### src/rtl/qslerp_divider.sv
// restoring divider, one quotient bit per cell, saturation flag from the input register
module qslerp_divider #(
    parameter int NW = 48,
    parameter int DW = 32,
    parameter int QB = 15,
    parameter int PW = 1
) (
    input  logic          i_clk,
    input  logic          i_rst_n,
    input  logic          i_en,
    input  logic          i_vld,
    input  logic [NW-1:0] i_n,
    input  logic [DW-1:0] i_d,
    input  logic [PW-1:0] i_pay,
    output logic          o_vld,
    output logic [QB-1:0] o_q,
    output logic          o_sat,
    output logic [PW-1:0] o_pay
);
    localparam int XW = NW + DW + QB;

    logic          r_vld [0:QB];
    logic [NW-1:0] r_rem [0:QB];
    logic [DW-1:0] r_d   [0:QB];
    logic [QB-1:0] r_q   [0:QB];
    logic          r_sat [0:QB];
    logic [PW-1:0] r_pay [0:QB];

    always_ff @(posedge i_clk) begin
        if (!i_rst_n) begin
            r_vld[0] <= 1'b0;
        end else if (i_en) begin
            r_vld[0] <= i_vld;
        end
    end

    always_ff @(posedge i_clk) begin
        if (i_en) begin
            r_rem[0] <= i_n;
            r_d[0]   <= i_d;
            r_q[0]   <= '0;
            r_sat[0] <= XW'(i_n) >= (XW'(i_d) << QB);
            r_pay[0] <= i_pay;
        end
    end

    for (genvar j = 0; j < QB; j++) begin : g_cell
        localparam int K = QB - 1 - j;
        logic [XW-1:0] w_cmp;
        logic          w_ge;
        assign w_cmp = XW'(r_d[j]) << K;
        assign w_ge  = XW'(r_rem[j]) >= w_cmp;

        always_ff @(posedge i_clk) begin
            if (!i_rst_n) begin
                r_vld[j+1] <= 1'b0;
            end else if (i_en) begin
                r_vld[j+1] <= r_vld[j];
            end
        end

        always_ff @(posedge i_clk) begin
            if (i_en) begin
                r_rem[j+1] <= w_ge ? r_rem[j] - w_cmp[NW-1:0] : r_rem[j];
                r_q[j+1]   <= w_ge ? (r_q[j] | (QB'(1) << K)) : r_q[j];
                r_d[j+1]   <= r_d[j];
                r_sat[j+1] <= r_sat[j];
                r_pay[j+1] <= r_pay[j];
            end
        end
    end

    assign o_vld = r_vld[QB];
    assign o_q   = r_q[QB];
    assign o_sat = r_sat[QB];
    assign o_pay = r_pay[QB];
endmodule

### config.mk
export PLATFORM = sky130hd
export DESIGN_NAME = qslerp_divider
export DESIGN_NICKNAME = d
export VERILOG_FILES = /design/src/rtl/qslerp_divider.sv
export SDC_FILE = /design/constraint.sdc
export NUM_CORES = 2
export LEC_CHECK = 0
export BUFFER_PORTS_ARGS = -buffer_cell sky130_fd_sc_hd__buf_2
export CAP_MARGIN = 0
export CORE_ASPECT_RATIO = 0.8
export CORE_MARGIN = 10
export CORE_UTILIZATION = 36
export DETAILED_ROUTE_END_ITERATION = 6
export PLACE_DENSITY_LB_ADDON = 0.25
export REMOVE_ABC_BUFFERS = 1
export SYNTH_ARGS = -nofsm -noshare
export SYNTH_HDL_FRONTEND = slang
export SYNTH_SLANG_ARGS = --single-unit
### constraint.sdc
create_clock -name i_clk -period 3.37 [get_ports i_clk]
set_input_delay 0.1685 -clock i_clk [delete_from_list [all_inputs] [get_ports i_clk]]
set_output_delay 0.1685 -clock i_clk [all_outputs]
set_load 0.03 [all_outputs]
==> flow_metrics.tcl <==
set metrics [dict create \
    crit_chain "inv_2, ha_4, inv_2, fa_2, a21oi_2, o211ai_1, buf_4, buf_4, buf_4, buf_4, buf_4, buf_4, buf_4, buf_4, buf_4, buf_4, buf_4, buf_4, buf_4, buf_4, a21oi_2, o31ai_1, o21ai_1" \
    fin_ws_ns -0.2404 \
    crit_path_end_kind "flop" \
    worst_path_max_delay_cell "edfxtp_1" \
    cts_tree "yes" \
    syn_inst 6820 \
    async_flop_share 0 \
    setup_viol 60 \
    port_buffers 102 \
    clockBufferDepth 3 \
    core_area_mm2 0.2095 \
    gp_congestion 0.9066 \
    cp_num_buf_inv 16 \
    synth.most_common_cell "edfxtp_1" \
    synth_edf_count 1367 \
    viasPerCell 5.014 \
    critPathMaxFanout 3 \
    area_growth_pct 24.41 \
    layout-drive-gt1-share 0.2072 \
    layout.nets 8434 \
    fmax_mhz 277.0 \
    num_vias 53930 \
    antenna_found_initial 1 \
    drc 0 \
    cap_violations 0 \
    dieArea_mm2 0.2301 \
    status "finished with violations" \
    clockRootBuffer "clkbuf_16" \
    detail-route-antenna-nets 0 \
    num_rows 150 \
    path_class "reg -> reg" \
    first_iter_violations 2920 \
    routedWlPerCell_um 16.04 \
    hold_class "in -> reg" \
    numCtsBuffers 150 \
    cts_max_level 4 \
    crit_required_ns 4.00 \
    grt.overflow.total 0 \
    violations "setup timing" \
    post-route-min-period_ns 3.610 \
    ioPinCount 103 \
    synth.yosys.seq_area_share 0.5402 \
    fin_skew_ns 0.04084 \
    vdd_drop_max_v 0.0005259 \
    die_w_um 533.8 \
    place_hpwl_mm 127.9 \
    cp-start-kind "flop" \
    synth-seq-cells 1368 \
    cp_common_cell "buf_4" \
    grt_max_degree 91 \
    fin_cells 10760 \
    period_share 1.071 \
    synth_top_cells_by_area "edfxtp_1 (54%), ha_1 (8.4%), a21oi_1 (4.5%)" \
    critPathTopFamily "buffers and inverters" \
    slew_violations 0 \
    clk_pin_slew_ns 0.06 \
    ys.flop_type "edfxtp_1" \
    arrival_ns 4.24 \
    cpPeakStageDelay_ns 0.40 \
    routed_wl_mm 172.5 \
    dp_cells 10280 \
    synth_cell_type_count 100 \
    max_slew_margin 0.5155 \
    syn_avg_cell_area_um2 11.15 \
    syn_area_mm2 0.07602 \
    yosysTopAreaCell "edfxtp_1" \
    dr.pass1.iters 6 \
    ys_warn_count 0 \
    ys_top_cells_by_count "edfxtp_1 (1367), a21oi_1 (690), inv_1 (647)" \
    cts_sinks 1368 \
    tightest_slew_ns 0.7268 \
    fp.dieH_um 431.0 \
    holdWs_ns 0.1010 \
    grt_pass1_vias 54610 \
    hold_viol 0 \
    yosysTopAreaCellShare 0.5400 \
    grt_usage 0.1432 \
    grt_pass1_wl_mm 275.4 \
    clkLatencyLatePin_ns 0.79 \
    initial_core_util 0.3630 \
    power_leakage_nw 38.46 \
    p_per_area_mw_per_mm2 813.0 \
    rsz0062_at_grt "true" \
]
[metal layers]
metal  GRT usage  share of wire
met2      0.2567           0.49
met4     0.06528          0.049
met5           0              0
met1      0.1689           0.42
met3     0.02185          0.033
[sequential cells by signal (all words and copies together), names as in the netlist]
register,flops
r_d,480
r_pay,16
r_q,120
r_rem,720
r_sat,16
r_vld,16
[kinds of logic (layout without fill, tap and decap cells)]
group	Yosys count	count (layout)	share of synthesized area
other	0	1	0
DFF	1368	1368	0.5402
and+or+nand+nor	1661	1661	0.1079
adders and majority gates	526	526	0.08795
xor gates and xnor gates	496	496	0.05714
AOI/OAI and AO/OA	1826	1826	0.1492
buffers and inverters	833	1956	0.04133
muxes	110	110	0.01618
[what timing repair did]
| action | in CTS | in global routing |
|---|---|---|
| setup buffers | 51 | 64 |
| gates cloned | 6 | 4 |
| endpoints found under the setup margin | 242 | 393 |
| hold buffers | 85 | 0 |
| hold endpoints to repair | 153 | 0 |
| pin swaps | 91 | 160 |
| gates resized for setup | 196 | 376 |
[through the flow]
step	power [mW]	area (um2)	TNS, ns	setup slack (ns)	util
after global placement	57.23	85270	-33.45	-0.5419	0.4071
after detailed placement	57.64	85270	-43.54	-0.5628	0.4071
after CTS	75.64	92430	-8.116	-0.2313	0.4413
after floorplan	47.20	75330	-361.46	-1.713	-
final	76.90	94580	-8.351	-0.2404	0.4516
after global routing	82.20	94580	-15.97	-0.3944	0.4516
[worst register-to-register path, cell delays in order (launching register included)]
cell and delay, ns:
edfxtp_1 0.40, inv_2 0.09, ha_4 0.14, inv_2 0.04
fa_2 0.34, a21oi_2 0.19, o211ai_1 0.16, buf_4 0.17
buf_4 0.12, buf_4 0.12, buf_4 0.12, buf_4 0.12
buf_4 0.12, buf_4 0.12, buf_4 0.12, buf_4 0.12
buf_4 0.13, buf_4 0.13, buf_4 0.12, buf_4 0.12
buf_4 0.12, a21oi_2 0.12, o31ai_1 0.09, o21ai_1 0.15
[worst paths after layout]
check	startpoint	end	slack [ns]	depth (start not counted)
setup / recovery	r_rem[9][5]$_DFFE_PP_	r_rem[10][15]$_DFFE_PP_	-0.24	23
hold / removal	i_d[18]	r_d[0][18]$_DFFE_PP_	0.10	2
setup reg to reg	r_rem[9][5]$_DFFE_PP_	r_rem[10][15]$_DFFE_PP_	-0.24	23
hold reg to reg	r_pay[1][1]$_DFFE_PP_	r_pay[2][0]$_DFFE_PP_	0.41	0
[cell type report]
cell class / instances / area, um2
flip-flops and latches: 1368 / 41070
repair buffers: 1032 / 8549
clock buffers: 183 / 3908
multi-input cells: 4619 / 33990
well taps: 2812 / 3518
fillers: 19080 / 114900
clock inverters: 89 / 1091
diodes: 1 / 2.502
inverters: 652 / 2455
[cell usage in the layout, fill, tap and decap left out, drive strengths merged, types with 187 or more instances in the layout]
cell type / n
a21o: 258
a21oi: 690
buf: 942
clkbuf: 187
edfxtp: 1367
ha: 512
inv: 661
nand2: 426
nor2: 481
o21ai: 392
xnor2: 291
xor2: 205
[power breakdown]
group          internal [mW]  total (mW)  switching, mW
Clock                   9.61        16.6           6.96
Combinational           16.2        33.8           17.7
Sequential              24.1        26.5           2.36
Power figures use the tool's default switching activity.
