[config.mk]
export PLATFORM = sky130hd
export DESIGN_NAME = qslerp_isqrt
export DESIGN_NICKNAME = d
export VERILOG_FILES = /design/src/rtl/qslerp_isqrt.sv
export SDC_FILE = /design/constraint.sdc
export NUM_CORES = 2
export LEC_CHECK = 0
export BUFFER_PORTS_ARGS = -buffer_cell sky130_fd_sc_hd__buf_2
export CAP_MARGIN = 25
export CORE_ASPECT_RATIO = 1.4
export CORE_MARGIN = 1
export CORE_UTILIZATION = 60
export DETAILED_ROUTE_END_ITERATION = 10
export GPL_TIMING_DRIVEN = 0
export MAX_ROUTING_LAYER = met4
export PLACE_DENSITY = 0.87
export SETUP_SLACK_MARGIN = 0.02
export SLEW_MARGIN = 20
export SYNTH_ARGS = -nofsm -noshare
export SYNTH_HDL_FRONTEND = slang
export SYNTH_SLANG_ARGS = --single-unit
[constraint.sdc]
create_clock -name i_clk -period 7.9 [get_ports i_clk]
set_input_delay 1.58 -clock i_clk [delete_from_list [all_inputs] [get_ports i_clk]]
set_output_delay 1.58 -clock i_clk [all_outputs]
set_load 0.1 [all_outputs]
[src/rtl/qslerp_isqrt.sv]
// integer square root, one result bit per cell
module qslerp_isqrt #(
    parameter int HW = 32,
    parameter int PW = 1
) (
    input  logic            i_clk,
    input  logic            i_rst_n,
    input  logic            i_en,
    input  logic            i_vld,
    input  logic [2*HW-1:0] i_v,
    input  logic [PW-1:0]   i_pay,
    output logic            o_vld,
    output logic [HW-1:0]   o_root,
    output logic [PW-1:0]   o_pay
);
    localparam int VW = 2 * HW;

    logic          w_vld [0:HW];
    logic [VW-1:0] w_v   [0:HW];
    logic [VW-1:0] w_res [0:HW];
    logic [PW-1:0] w_pay [0:HW];

    assign w_vld[0] = i_vld;
    assign w_v[0]   = i_v;
    assign w_res[0] = '0;
    assign w_pay[0] = i_pay;

    for (genvar j = 0; j < HW; j++) begin : g_cell
        localparam int SH = 2 * (HW - 1 - j);
        logic [VW:0]   w_trial;
        logic          w_ge;
        logic          r_vld;
        logic [VW-1:0] r_v, r_res;
        logic [PW-1:0] r_pay;

        assign w_trial = (VW+1)'(w_res[j]) + ((VW+1)'(1) << SH);
        assign w_ge    = (VW+1)'(w_v[j]) >= w_trial;

        always_ff @(posedge i_clk) begin
            if (!i_rst_n) begin
                r_vld <= 1'b0;
            end else if (i_en) begin
                r_vld <= w_vld[j];
            end
        end

        always_ff @(posedge i_clk) begin
            if (i_en) begin
                r_v   <= w_ge ? w_v[j] - w_trial[VW-1:0] : w_v[j];
                r_res <= w_ge ? (w_res[j] >> 1) + (VW'(1) << SH) : (w_res[j] >> 1);
                r_pay <= w_pay[j];
            end
        end

        assign w_vld[j+1] = r_vld;
        assign w_v[j+1]   = r_v;
        assign w_res[j+1] = r_res;
        assign w_pay[j+1] = r_pay;
    end

    assign o_vld  = w_vld[HW];
    assign o_root = w_res[HW][HW-1:0];
    assign o_pay  = w_pay[HW];
endmodule

==> qor.yml <==
outcome:
  outcome: "completed"
global_route:
  grt_busiest_layer: "met2"
  use_met3_pct: 4.161
  grtUsageTotal_pct: 35.62
  grt_max_degree: 162
  grt_pass1_wl_mm: 521.8
  overflow: 0
  grt_use_met2_pct: 69.13
  use_met1_pct: 28.70
  antenna_found_initial: 16
  grt_pass1_vias: 84098
placement:
  place_area_mm2: 0.1277
  hpwl_mm: 274.8
  pre_cts_slack_ns: 1.574
  globalplace.congestion: 1.060
  port_buffers: 102
  dp_cells: 12594
cells_and_area:
  drive_gt1_share_pct: 7.345
  layout_common_cells: "edfxtp_1, inv_1, nor2_1"
  layout.cells.most_common: "edfxtp_1"
  finish.instance_area_mm2: 0.1362
  final_cells: 13072
  fin_util_pct: 66.85
  nNetsFinal: 10797
  area_growth_pct: 10.70
pwr:
  seq_power_share_pct: 46.6
  power_leakage_nw: 50.88
  ir_worst_vdd_mv: 0.2432
  pwr-share-comb_pct: 22.4
  power_frac_clock_pct: 31.0
  powerDensity_mw_per_mm2: 294.9
  switchingPower_mw: 12.53
  p_sw_share_pct: 31.19
  internal_power_mw: 27.64
clock_network:
  postCtsSetupBuffers: 0
  cts_max_path_buffers: 4
  cts.clk_slew.worst_paths_ns: 0.07
  cts_resized: 0
  h-tree-depth: 4
  cts_buffers: 242
  cts_sinks: 2576
  cts_tree: "built"
  clock_latency_ns: 0.95
  root_buffer: "clkbuf_16"
  holdBufCountCts: 0
sta:
  final_max_slew_viol_count: 0
  fmax_mhz: 153.2
  tightest_slew_ns: 1.162
  skew_ns: 0.1029
  relSlewSlack_pct: 22.51
  setup_tns_ns: 0
  hold_violations: 0
  rsz0062_at_grt: "false"
  setup_viol: 0
  period_share_pct: 82.62
  finalCriticalPeriod_ns: 6.527
  timing.final.ws_setup_ns: 1.373
die:
  initial_core_util_pct: 60.38
  die_h_um: 537.8
  std_cell_rows: 196
  core_region_area_mm2: 0.2038
  chipWidth_um: 384.7
  design.die.area_mm2: 0.2069
  io_pins: 103
min_path:
  min_to: "g_cell[5].r_v[3]$_DFFE_PP_"
  holdPathStages: 0
  hp-class: "reg2reg"
  hold_start: "g_cell[4].r_v[3]$_DFFE_PP_"
setup_path:
  r2r-end: "g_cell[30].r_v[25]$_DFFE_PP_"
  r2r-start: "g_cell[29].r_v[22]$_DFFE_PP_"
  rrSetupSlack_ns: 1.37
  reg2regPathDepth: 12
  cp.required_ns: 8.45
  end_kind: "flop"
  critPathArrivalTime_ns: 7.08
  critical_path_class: "reg2reg"
  crit_fanout: 10
  start_kind: "flop"
logic_synthesis:
  ys_async_sr_fraction_pct: 0
  ys_ff_latch: 2576
  syn_area_per_cell_um2: 12.58
  synthFlopType: "edfxtp_1"
  ys_types: 91
  yosys_warnings: 0
  synth_cells: 9780
  syn_area_mm2: 0.1231
  ys_seq_area_share_pct: 62.60
  synth_edf_count: 2544
  syn_nets: 10407
drt:
  wire_per_inst_um: 27.56
  drt_wl_total_mm: 360.3
  dr.pass1.iters: 5
  drt_iter0_markers: 6351
  drc: 0
  ant_nets: 0
  via_per_inst: 6.266
  num_vias: 81908
run:
  cap_violations: 0
[through the flow]
stage	power [mW]	hold WS, ns
floorplan	24.26	0.4003
global placement	28.54	0.4008
detailed placement	27.72	0.4054
CTS	40.09	0.4133
global route	41.61	0.4232
finish	40.17	0.4204
[power by group through the flow]
stage / logic, mW / clock network (mW) / registers, mW
CTS: 8.87 / 12.5 / 18.7
detailed placement: 8.78 / 0 / 18.9
global placement: 8.63 / 0 / 19.9
global route: 9.73 / 13.1 / 18.8
floorplan: 5.97 / 0 / 18.3
finish: 8.99 / 12.5 / 18.7
[layer usage]
layer	vias to the layer above	wire length [µm]
li1	37497	-
met1	39857	103700
met2	3233	204100
met3	1321	14610
met4	0	37820
met5	-	0
[state kept, by name (all words and copies together) (netlist names)]
| signal | cells |
|---|---|
| g_cell.r_v | 1984 |
| g_cell.r_res | 528 |
| g_cell.r_pay | 31 |
| g_cell.r_vld | 31 |
| o_pay | 1 |
| o_vld | 1 |
[synth_stat cells (24+ instances only)]
| master | n | area (µm²) |
|---|---|---|
| a211oi_1 | 40 | 300.3 |
| a21boi_0 | 24 | 180.2 |
| a21o_1 | 214 | 1607 |
| a21oi_1 | 625 | 3128 |
| a31oi_1 | 50 | 312.8 |
| and2_1 | 30 | 187.7 |
| and3_1 | 34 | 212.7 |
| and4_1 | 30 | 262.8 |
| clkbuf_1 | 169 | 634.4 |
| dfxtp_1 | 32 | 640.6 |
| edfxtp_1 | 2544 | 76390 |
| ha_1 | 558 | 6982 |
| inv_1 | 690 | 2590 |
| mux2_2 | 93 | 1047 |
| mux2i_1 | 47 | 470.5 |
| nand2_1 | 599 | 2248 |
| nand2b_1 | 99 | 619.3 |
| nand3_1 | 180 | 900.9 |
| nand3b_1 | 37 | 277.8 |
| nand4_1 | 154 | 963.4 |
| nand4b_1 | 25 | 219.0 |
| nor2_1 | 628 | 2357 |
| nor2b_1 | 112 | 700.7 |
| nor3_1 | 278 | 1391 |
| nor4_1 | 357 | 2233 |
| nor4b_1 | 57 | 499.2 |
| o211ai_1 | 31 | 232.7 |
| o21a_1 | 92 | 690.7 |
| o21ai_0 | 440 | 2202 |
| o21bai_1 | 49 | 367.9 |
| o31ai_1 | 42 | 315.3 |
| or2_2 | 41 | 256.5 |
| or3_1 | 101 | 631.9 |
| or4_1 | 72 | 540.5 |
| xnor2_1 | 462 | 4046 |
| xor2_1 | 407 | 3565 |
[final cells by class]
| type | instances | area (µm²) |
|---|---|---|
| flip-flops and latches | 2576 | 77030 |
| fillers | 14184 | 67570 |
| multi-input cells | 6296 | 42660 |
| clock buffers | 269 | 6238 |
| well taps | 2673 | 3344 |
| inverters | 692 | 2597 |
| clock inverters | 180 | 2201 |
| repair buffers | 146 | 1237 |
| plain buffers | 216 | 854.6 |
| diodes | 24 | 60.06 |
[critical path: stages, from the launching register on]
cell and delay (ns):
edfxtp_1 0.40, ha_1 0.29, clkbuf_1 0.53, nand4_1 0.37, nor4_2 0.70, nand4_1 0.71
o31ai_1 0.65, nor3_2 0.12, buf_4 0.22, nand2_1 0.63, buf_2 0.55, buf_1 0.87
a21oi_1 0.15
[worst max path at each step]
| stage | start | end | slack, ns |
|---|---|---|---|
| after global routing | g_cell[29].r_v[22]$_DFFE_PP_ | g_cell[30].r_v[33]$_DFFE_PP_ | 1.51 |
| after detailed placement | g_cell[29].r_v[22]$_DFFE_PP_ | g_cell[30].r_v[25]$_DFFE_PP_ | 1.57 |
| after global placement | i_en | g_cell[30].r_v[3]$_DFFE_PP_ | -32.97 |
| after floorplan | g_cell[27].r_v[44]$_DFFE_PP_ | g_cell[28].r_v[43]$_DFFE_PP_ | 4.48 |
| after CTS | g_cell[29].r_v[22]$_DFFE_PP_ | g_cell[30].r_v[25]$_DFFE_PP_ | 1.51 |
| final | g_cell[29].r_v[22]$_DFFE_PP_ | g_cell[30].r_v[25]$_DFFE_PP_ | 1.37 |
[kinds of logic (layout without fill, tap and decap cells)]
family | Yosys count | count (layout) | share of synthesized area (%)
AO/OA/AOI/OAI | 1821 | 1821 | 9.157
adder cells (fa/ha/maj) | 558 | 558 | 5.674
multiplexers | 140 | 140 | 1.233
XOR/XNOR | 869 | 869 | 6.185
flip-flops | 2576 | 2576 | 62.60
buffers and inverters | 908 | 1503 | 2.805
AND/OR/NAND/NOR | 2908 | 2908 | 12.34
other | 0 | 24 | 0
Note: power is estimated with default switching activity, not from simulation.
